<file path="src/hdl/ubdc_pkg.sv">
package ubdc_pkg;

   localparam int BAUD_W        = 24;
   localparam int CLK_W         = 28;
   localparam int NUM_W         = 33;
   localparam int DEN_W         = 26;
   localparam int MANT_W        = 12;
   localparam int FRAC_W        = 4;
   localparam int WORD_W        = 16;
   localparam int CSR_ADDR_W    = 2;
   localparam int RSP_TDATA_W   = 40;

   localparam int STEPS_PER_STAGE = 3;
   localparam int DIV_STAGES      = NUM_W / STEPS_PER_STAGE;

   localparam logic [CSR_ADDR_W-1:0] CSR_PCLK_LOW_BUS_HZ  = 2'd0;
   localparam logic [CSR_ADDR_W-1:0] CSR_PCLK_HIGH_BUS_HZ = 2'd1;
   localparam logic [CSR_ADDR_W-1:0] CSR_OVERSAMPLE_BY_8  = 2'd2;

   localparam logic [CLK_W-1:0] PCLK_RESET = 28'd16000000;

   localparam logic [MANT_W-1:0] MANT_MAX = 12'd4095;
   // quotient at or above this value gives a mantissa above MANT_MAX
   localparam logic [NUM_W-1:0] QUOT_LIMIT = 33'd409600;
   // floor(2^24/100): exact floor(q/100) with one correction for q < 409600
   localparam logic [17:0] RECIP_W = 18'd167772;
   // floor(2^31/100): used on the folded remainder value below 2^23
   localparam logic [24:0] RECIP_R = 25'd21474836;
   // ceil(2^16/100): exact floor(x/100) for even x below 1650
   localparam logic [9:0]  RECIP_F = 10'd656;

   typedef struct packed {
      logic [DEN_W-1:0] rem;
      logic [NUM_W-1:0] num;
      logic [DEN_W-1:0] denom;
      logic             by8;
      logic             zero;
   } div_type;

endpackage

</file>
<file path="src/hdl/ubdc_div_stage.sv">
module ubdc_div_stage (
   input  logic              clock,
   input  logic              reset,
   input  logic              en,
   input  logic              in_valid,
   input  ubdc_pkg::div_type in_data,
   output logic              out_valid,
   output ubdc_pkg::div_type out_data
);
   import ubdc_pkg::*;

   logic    valid_ff;
   div_type data_ff;
   div_type data_in;

   always_comb begin
      logic [DEN_W:0] part;
      data_in = in_data;
      for (int i = 0; i < STEPS_PER_STAGE; i++) begin
         part = {data_in.rem, data_in.num[NUM_W-1]};
         data_in.num = {data_in.num[NUM_W-2:0], 1'b0};
         if (part >= {1'b0, data_in.denom}) begin
            part = part - {1'b0, data_in.denom};
            data_in.num[0] = 1'b1;
         end
         data_in.rem = part[DEN_W-1:0];
      end
   end

   always_ff @(posedge clock) begin
      if (reset) begin
         valid_ff <= 1'b0;
      end else if (en) begin
         valid_ff <= in_valid;
      end
   end

   always_ff @(posedge clock) begin
      if (en) begin
         data_ff <= data_in;
      end
   end

   assign out_valid = valid_ff;
   assign out_data  = data_ff;

endmodule

</file>
<file path="src/hdl/ubdc_post.sv">
module ubdc_post (
   input  logic                        clock,
   input  logic                        reset,
   input  logic                        en,
   input  logic                        in_valid,
   input  logic [ubdc_pkg::NUM_W-1:0]  quot,
   input  logic                        by8,
   input  logic                        zero,
   output logic                        out_valid,
   output logic [ubdc_pkg::WORD_W-1:0] divisor_word,
   output logic [ubdc_pkg::MANT_W-1:0] mantissa,
   output logic [ubdc_pkg::FRAC_W-1:0] fraction,
   output logic                        range_error
);
   import ubdc_pkg::*;

   logic [3:0] valid_ff;

   // stage 1: saturation check and fold of quotient mod 100
   logic        sat1_ff, by8_1_ff, zero1_ff;
   logic [18:0] q1_ff;
   logic [22:0] t1_ff;
   logic [22:0] t1_in;

   // stage 2: reciprocal products
   logic        sat2_ff, by8_2_ff, zero2_ff;
   logic [18:0] q2_ff;
   logic [22:0] t2_ff;
   logic [36:0] pw2_ff, pw2_in;
   logic [47:0] pr2_ff, pr2_in;

   // stage 3: corrected mantissa and remainder
   logic        sat3_ff, by8_3_ff, zero3_ff;
   logic [MANT_W-1:0] mant3_ff, mant3_in;
   logic [6:0]  rem3_ff, rem3_in;

   // stage 4: output registers
   logic [MANT_W-1:0] mant4_ff, mant4_in;
   logic [FRAC_W-1:0] frac4_ff, frac4_in;
   logic              err4_ff, err4_in;

   assign t1_in = ({6'b0, quot[NUM_W-1:16]} * 23'd36) + {7'b0, quot[15:0]};

   assign pw2_in = 37'(q1_ff) * 37'(RECIP_W);
   assign pr2_in = 48'(t1_ff) * 48'(RECIP_R);

   always_comb begin
      logic [MANT_W-1:0] w_est;
      logic [18:0]       rw;
      logic [16:0]       r_est;
      logic [22:0]       rt;
      w_est = pw2_ff[35:24];
      rw    = q2_ff - (19'(w_est) * 19'd100);
      r_est = pr2_ff[47:31];
      rt    = t2_ff - (23'(r_est) * 23'd100);
      if (sat2_ff) begin
         mant3_in = MANT_MAX;
      end else if (rw >= 19'd100) begin
         mant3_in = w_est + 12'd1;
      end else begin
         mant3_in = w_est;
      end
      if (rt >= 23'd100) begin
         rt = rt - 23'd100;
      end
      rem3_in = rt[6:0];
   end

   always_comb begin
      logic [10:0] x;
      logic [20:0] p;
      if (by8_3_ff) begin
         x = {1'b0, rem3_ff, 3'b0} + 11'd50;
      end else begin
         x = {rem3_ff, 4'b0} + 11'd50;
      end
      p = 21'(x) * 21'(RECIP_F);
      if (zero3_ff) begin
         mant4_in = MANT_MAX;
         frac4_in = '0;
         err4_in  = 1'b1;
      end else begin
         mant4_in = mant3_ff;
         frac4_in = by8_3_ff ? {1'b0, p[18:16]} : p[19:16];
         err4_in  = sat3_ff;
      end
   end

   always_ff @(posedge clock) begin
      if (reset) begin
         valid_ff <= '0;
      end else if (en) begin
         valid_ff <= {valid_ff[2:0], in_valid};
      end
   end

   always_ff @(posedge clock) begin
      if (en) begin
         sat1_ff  <= (quot >= QUOT_LIMIT);
         by8_1_ff <= by8;
         zero1_ff <= zero;
         q1_ff    <= quot[18:0];
         t1_ff    <= t1_in;

         sat2_ff  <= sat1_ff;
         by8_2_ff <= by8_1_ff;
         zero2_ff <= zero1_ff;
         q2_ff    <= q1_ff;
         t2_ff    <= t1_ff;
         pw2_ff   <= pw2_in;
         pr2_ff   <= pr2_in;

         sat3_ff  <= sat2_ff;
         by8_3_ff <= by8_2_ff;
         zero3_ff <= zero2_ff;
         mant3_ff <= mant3_in;
         rem3_ff  <= rem3_in;

         mant4_ff <= mant4_in;
         frac4_ff <= frac4_in;
         err4_ff  <= err4_in;
      end
   end

   assign out_valid    = valid_ff[3];
   assign mantissa     = mant4_ff;
   assign fraction     = frac4_ff;
   assign range_error  = err4_ff;
   assign divisor_word = {mant4_ff, frac4_ff};

endmodule

</file>
<file path="src/hdl/uart_baud_divisor_calc_unit.sv">
// UART fractional baud-rate divisor calculator.
// req channel: tdata[23:0] is the baud rate, tuser selects the faster bus clock.
// rsp channel: one transaction per request, in order, with divisor word,
// mantissa, fraction and range error packed in tdata.
// csr port: index 0 slow bus clock, 1 fast bus clock, 2 oversample-by-8 flag;
// write only while no request is in flight.
// An accepted request passes through one input register, 11 divider stages
// of 3 restoring steps each (33-bit quotient), then 4 stages of reciprocal
// multiply, correction and rounding before rsp_tvalid.
// Throughput is one transaction per cycle while the output is not stalled.
// The whole pipeline advances together; when rsp_tvalid is high and
// rsp_tready is low every stage holds and req_tready drops, so nothing is
// lost or repeated.
// Reset clears all valid bits and loads both clocks with 16 MHz and
// oversampling by 16.
module uart_baud_divisor_calc_unit (
   input  logic                             clock,
   input  logic                             reset,
   input  logic                             req_tvalid,
   output logic                             req_tready,
   // [23:0] baud_rate
   input  logic [ubdc_pkg::BAUD_W-1:0]      req_tdata,
   // [0] use_high_bus
   input  logic                             req_tuser,
   output logic                             rsp_tvalid,
   input  logic                             rsp_tready,
   // [15:0] divisor_word, [27:16] mantissa, [31:28] fraction, [32] range_error
   output logic [ubdc_pkg::RSP_TDATA_W-1:0] rsp_tdata,
   input  logic                             csr_we,
   input  logic [ubdc_pkg::CSR_ADDR_W-1:0]  csr_addr,
   input  logic [ubdc_pkg::CLK_W-1:0]       csr_wdata
);
   import ubdc_pkg::*;

   logic [CLK_W-1:0] pclk_low_ff, pclk_high_ff;
   logic             by8_ff;
   logic             en;

   logic    div_valid [DIV_STAGES+1];
   div_type div_data  [DIV_STAGES+1];

   logic    in_valid_ff;
   div_type in_data_ff, in_data_in;

   logic [WORD_W-1:0] divisor_word;
   logic [MANT_W-1:0] mantissa;
   logic [FRAC_W-1:0] fraction;
   logic              range_error;

   assign en         = !rsp_tvalid || rsp_tready;
   assign req_tready = en;

   always_ff @(posedge clock) begin
      if (reset) begin
         pclk_low_ff  <= PCLK_RESET;
         pclk_high_ff <= PCLK_RESET;
         by8_ff       <= 1'b0;
      end else if (csr_we) begin
         unique case (csr_addr)
            CSR_PCLK_LOW_BUS_HZ:  pclk_low_ff  <= csr_wdata;
            CSR_PCLK_HIGH_BUS_HZ: pclk_high_ff <= csr_wdata;
            CSR_OVERSAMPLE_BY_8:  by8_ff       <= csr_wdata[0];
            default: ;
         endcase
      end
   end

   always_comb begin
      logic [NUM_W-1:0] clk_ext;
      clk_ext = NUM_W'(req_tuser ? pclk_high_ff : pclk_low_ff);
      in_data_in.rem   = '0;
      in_data_in.num   = (clk_ext << 4) + (clk_ext << 3) + clk_ext;
      in_data_in.denom = by8_ff ? {1'b0, req_tdata, 1'b0} : {req_tdata, 2'b0};
      in_data_in.by8   = by8_ff;
      in_data_in.zero  = (req_tdata == '0);
   end

   always_ff @(posedge clock) begin
      if (reset) begin
         in_valid_ff <= 1'b0;
      end else if (en) begin
         in_valid_ff <= req_tvalid;
      end
   end

   always_ff @(posedge clock) begin
      if (en) begin
         in_data_ff <= in_data_in;
      end
   end

   assign div_valid[0] = in_valid_ff;
   assign div_data[0]  = in_data_ff;

   for (genvar s = 0; s < DIV_STAGES; s++) begin : g_div
      ubdc_div_stage u_stage (
         .clock     (clock),
         .reset     (reset),
         .en        (en),
         .in_valid  (div_valid[s]),
         .in_data   (div_data[s]),
         .out_valid (div_valid[s+1]),
         .out_data  (div_data[s+1])
      );
   end

   ubdc_post u_post (
      .clock        (clock),
      .reset        (reset),
      .en           (en),
      .in_valid     (div_valid[DIV_STAGES]),
      .quot         (div_data[DIV_STAGES].num),
      .by8          (div_data[DIV_STAGES].by8),
      .zero         (div_data[DIV_STAGES].zero),
      .out_valid    (rsp_tvalid),
      .divisor_word (divisor_word),
      .mantissa     (mantissa),
      .fraction     (fraction),
      .range_error  (range_error)
   );

   assign rsp_tdata = {7'b0, range_error, fraction, mantissa, divisor_word};

endmodule
</file>
<file path="config.mk">
export PLATFORM = sky130hd
export DESIGN_NAME = uart_baud_divisor_calc_unit
export DESIGN_NICKNAME = d
export VERILOG_FILES = /design/src/hdl/ubdc_pkg.sv /design/src/hdl/ubdc_div_stage.sv /design/src/hdl/ubdc_post.sv /design/src/hdl/uart_baud_divisor_calc_unit.sv
export SDC_FILE = /design/constraint.sdc
export NUM_CORES = 2
export LEC_CHECK = 0
export BUFFER_PORTS_ARGS = -buffer_cell sky130_fd_sc_hd__buf_2
export CORE_ASPECT_RATIO = 0.75
export CORE_MARGIN = 8
export CORE_UTILIZATION = 30
export DETAILED_ROUTE_END_ITERATION = 6
export GPL_ROUTABILITY_DRIVEN = 0
export PLACE_DENSITY = 0.53
export RECOVER_POWER = 50
export SYNTH_ARGS = -nofsm -noshare
export SYNTH_HDL_FRONTEND = slang
export SYNTH_SLANG_ARGS = --single-unit
</file>
<file path="constraint.sdc">
create_clock -name clock -period 84.5 [get_ports clock]
set_input_delay 16.9 -clock clock [delete_from_list [all_inputs] [get_ports clock]]
set_output_delay 16.9 -clock clock [all_outputs]
set_load 0.01 [all_outputs]
</file>
==> out/qor.txt <==
launching point of the worst reg2reg path - g_div[5].u_stage.out_data[21]$_DFFE_PP_
Overflow after GRT - 0
asr flop ratio synth - 0
synth top area cells - edfxtp_1, ha_1, fa_1
CTS Buf Count - 148
critical path data arrival time - 20790 ps
CTS tree - built
fmax - 26.53 MHz
gate count of the mapped netlist - 10700
area share of the largest cell type after synthesis - 0.3113
DRC viols - 0
crit-path max FO - 45
vias - 78820
leading area contributor after synthesis - edfxtp_1
Max H-tree Level - 4
Synth warnings - 0
ANT nets after route - 0
clock latency on the worst-skew pair - 840 ps
Vias per Instance - 5.044
Worst Min Path Start - g_div[5].u_stage.out_data[56]$_DFFE_PP_
share of layout cells above drive strength 1 - 0.07310
crit-path cells - buf_2 -> nor2b_1 -> clkbuf_1 -> clkinvlp_2 -> buf_2
Worst Reg2Reg Path Length in Cells - 35
crit path from - rsp_tready
Reg clk slew, reported paths - 60 ps
die area - 376100 um^2
Post-Route WL - 287100 um
Mean Syn Cell Area - 9.998 um^2
sequential area share after synthesis - 0.3250
setup violators final - 0
Final Hold Viols - 0
final worst path period share - 0.4461
final slew viol count - 553
Min-Delay Path Class - reg -> reg
postcts setup bufs - 0
DIE HEIGHT - 533.1 um
Inst Count DP - 15360
Slowest cell on crit path - clkinvlp_2
clock skew - 71.37 ps
relative slew slack - -1.452
Starting Density - 0.3004
CP Data Required Time - 67600 ps
routed len/inst - 18.37 um
Die W - 705.5 um
Hold Path Sink - g_div[6].u_stage.out_data[59]$_DFFE_PP_
Worst Path Buf+Inv - 4
HPWL Detailed - 231700 um
status - finished, violations left
max_cap viols - 17
FF-to-FF End - g_div[6].u_stage.out_data[81]$_DFFE_PP_
row count - 190
area delta synth->final - 9.783%
IO buf count - 94
most frequent CP cell - buf_2
Critical Path Sink Type - primary output
flop2flop setup slack - 69380 ps
vias in the first global route - 73800
Synth Flop Type - edfxtp_1
Syn Std Cell Area - 107000 um^2
nets - 12710
Pre-antenna DRT Iters - 5
CP max stage delay - 2240 ps
total global-route track usage - 0.1468
Min-Delay Path Depth - 0
clk buf depth - 4
CORE AREA - 356100 um^2
failing checks - max-capacitance violations, max-slew violations
crit path kind - in -> out
CP top delay family - buffers and inverters
largest net degree at the start of global routing - 153
commonest cells in the netlist - ha_1, edfxtp_1, inv_1, a21oi_1, nand2_1
Finished Layout Cells - 15630
post-layout util - 0.3298
first-pass GRT wire length - 442700 um
EDFF count, synth - 1109
CTS Root Cell - clkbuf_16
Yosys reg bits - 1182
Worst Tran Pin Value - 3585 ps
clk sinks - 1182
Setup crit start kind - input port
Fin Setup TNS - 0 ps
Starting DRT DRC Count - 6468
Ports - 102
most used standard cell by instance count after synthesis - ha_1
Tmin final - 37690 ps
post-cts sizing count - 0
initial antenna violation count - 19
Netlist cell types - 99
Hold-fix buffers, CTS - 0
RSZ-0062 raised after global routing - no
worst max path at each step:
stage,endpoint,slack [ps],cells past startpoint
6_report,req_tready,46810,5
3_3_place_gp,req_tready,49740,5
5_1_grt,req_tready,46340,5
3_5_place_dp,req_tready,49750,5
4_1_cts,req_tready,49750,5
2_1_floorplan,req_tready,20310,4
area by class of cell:
class	count	area [um^2]
repair buffers	157	829.5
fillers	36590	238700
diodes	4	10.01
clock buffers	168	3865
inverters	1087	4081
flip-flops and latches	1182	34760
multi-input cells	8234	67210
clock inverters	89	794.5
well taps	4704	5886
cells by family (layout without fill, tap and decap cells):
family / Yosys count / in the layout / share of synthesized area
AOI/OAI and AO/OA: 2738 / 2738 / 0.1641
and+or+nand+nor: 2413 / 2413 / 0.1097
adders and majority gates: 1842 / 1842 / 0.2429
buffers and inverters: 1289 / 1501 / 0.04658
DFF: 1182 / 1182 / 0.3250
xor gates and xnor gates: 738 / 738 / 0.06055
muxes: 496 / 496 / 0.05118
other: 1 / 11 / 0.00003506
state kept, by name, indices dropped and copies added (netlist names), 7 cells and up:
name	count
u_post.mantissa	12
pclk_low_ff	28
g_div.u_stage.out_valid	11
u_post.q2_ff	17
u_post.pr2_ff	17
g_div.u_stage.out_data	895
pclk_high_ff	28
u_post.t2_ff	23
u_post.rem3_ff	7
u_post.pw2_ff	12
div_data	60
u_post.q1_ff	17
u_post.mant3_ff	12
u_post.t1_ff	23
through the flow:
| step | area [um^2] | setup WS (ps) | hold slack (ps) |
|---|---|---|---|
| final | 117400 | 46810 | 399.1 |
| after global routing | 117400 | 46340 | 410.2 |
| after CTS | 117700 | 49750 | 399.3 |
| after detailed placement | 113000 | 49750 | 404.5 |
| after global placement | 113000 | 49740 | 400.2 |
| after floorplan | 107000 | 20310 | 400.3 |
layout by cell type, fill, tap and decap left out, types with 100 or more instances in the layout:
master / Yosys / routed
ha_1: 1451 / 1451
edfxtp_1: 1109 / 1109
inv_1: 1076 / 1083
a21oi_1: 812 / 814
nand2_1: 717 / 717
o21ai_0: 577 / 581
nor2_1: 564 / 564
xnor2_1: 487 / 487
a21o_1: 392 / 392
fa_1: 391 / 391
mux2_2: 400 / 370
xor2_1: 250 / 250
nor3_1: 187 / 187
nand3_1: 157 / 157
clkbuf_16: 0 / 151
o21a_1: 137 / 138
nor2b_1: 124 / 124
nand2b_1: 121 / 121
nand4_1: 119 / 119
o21bai_1: 111 / 111
a211oi_1: 98 / 100
per-layer routing:
| layer | part of all wire | vias up | global-route usage |
|---|---|---|---|
| li1 | - | 39320 | - |
| met1 | 0.54 | 37250 | 0.2408 |
| met2 | 0.37 | 1986 | 0.1926 |
| met3 | 0.071 | 250 | 0.02961 |
| met4 | 0.018 | 4 | 0.02675 |
| met5 | 0.000084 | - | 0 |
Power is not shown: default switching activity piles up to over one toggle a cycle in this logic, so the estimate is an artifact.
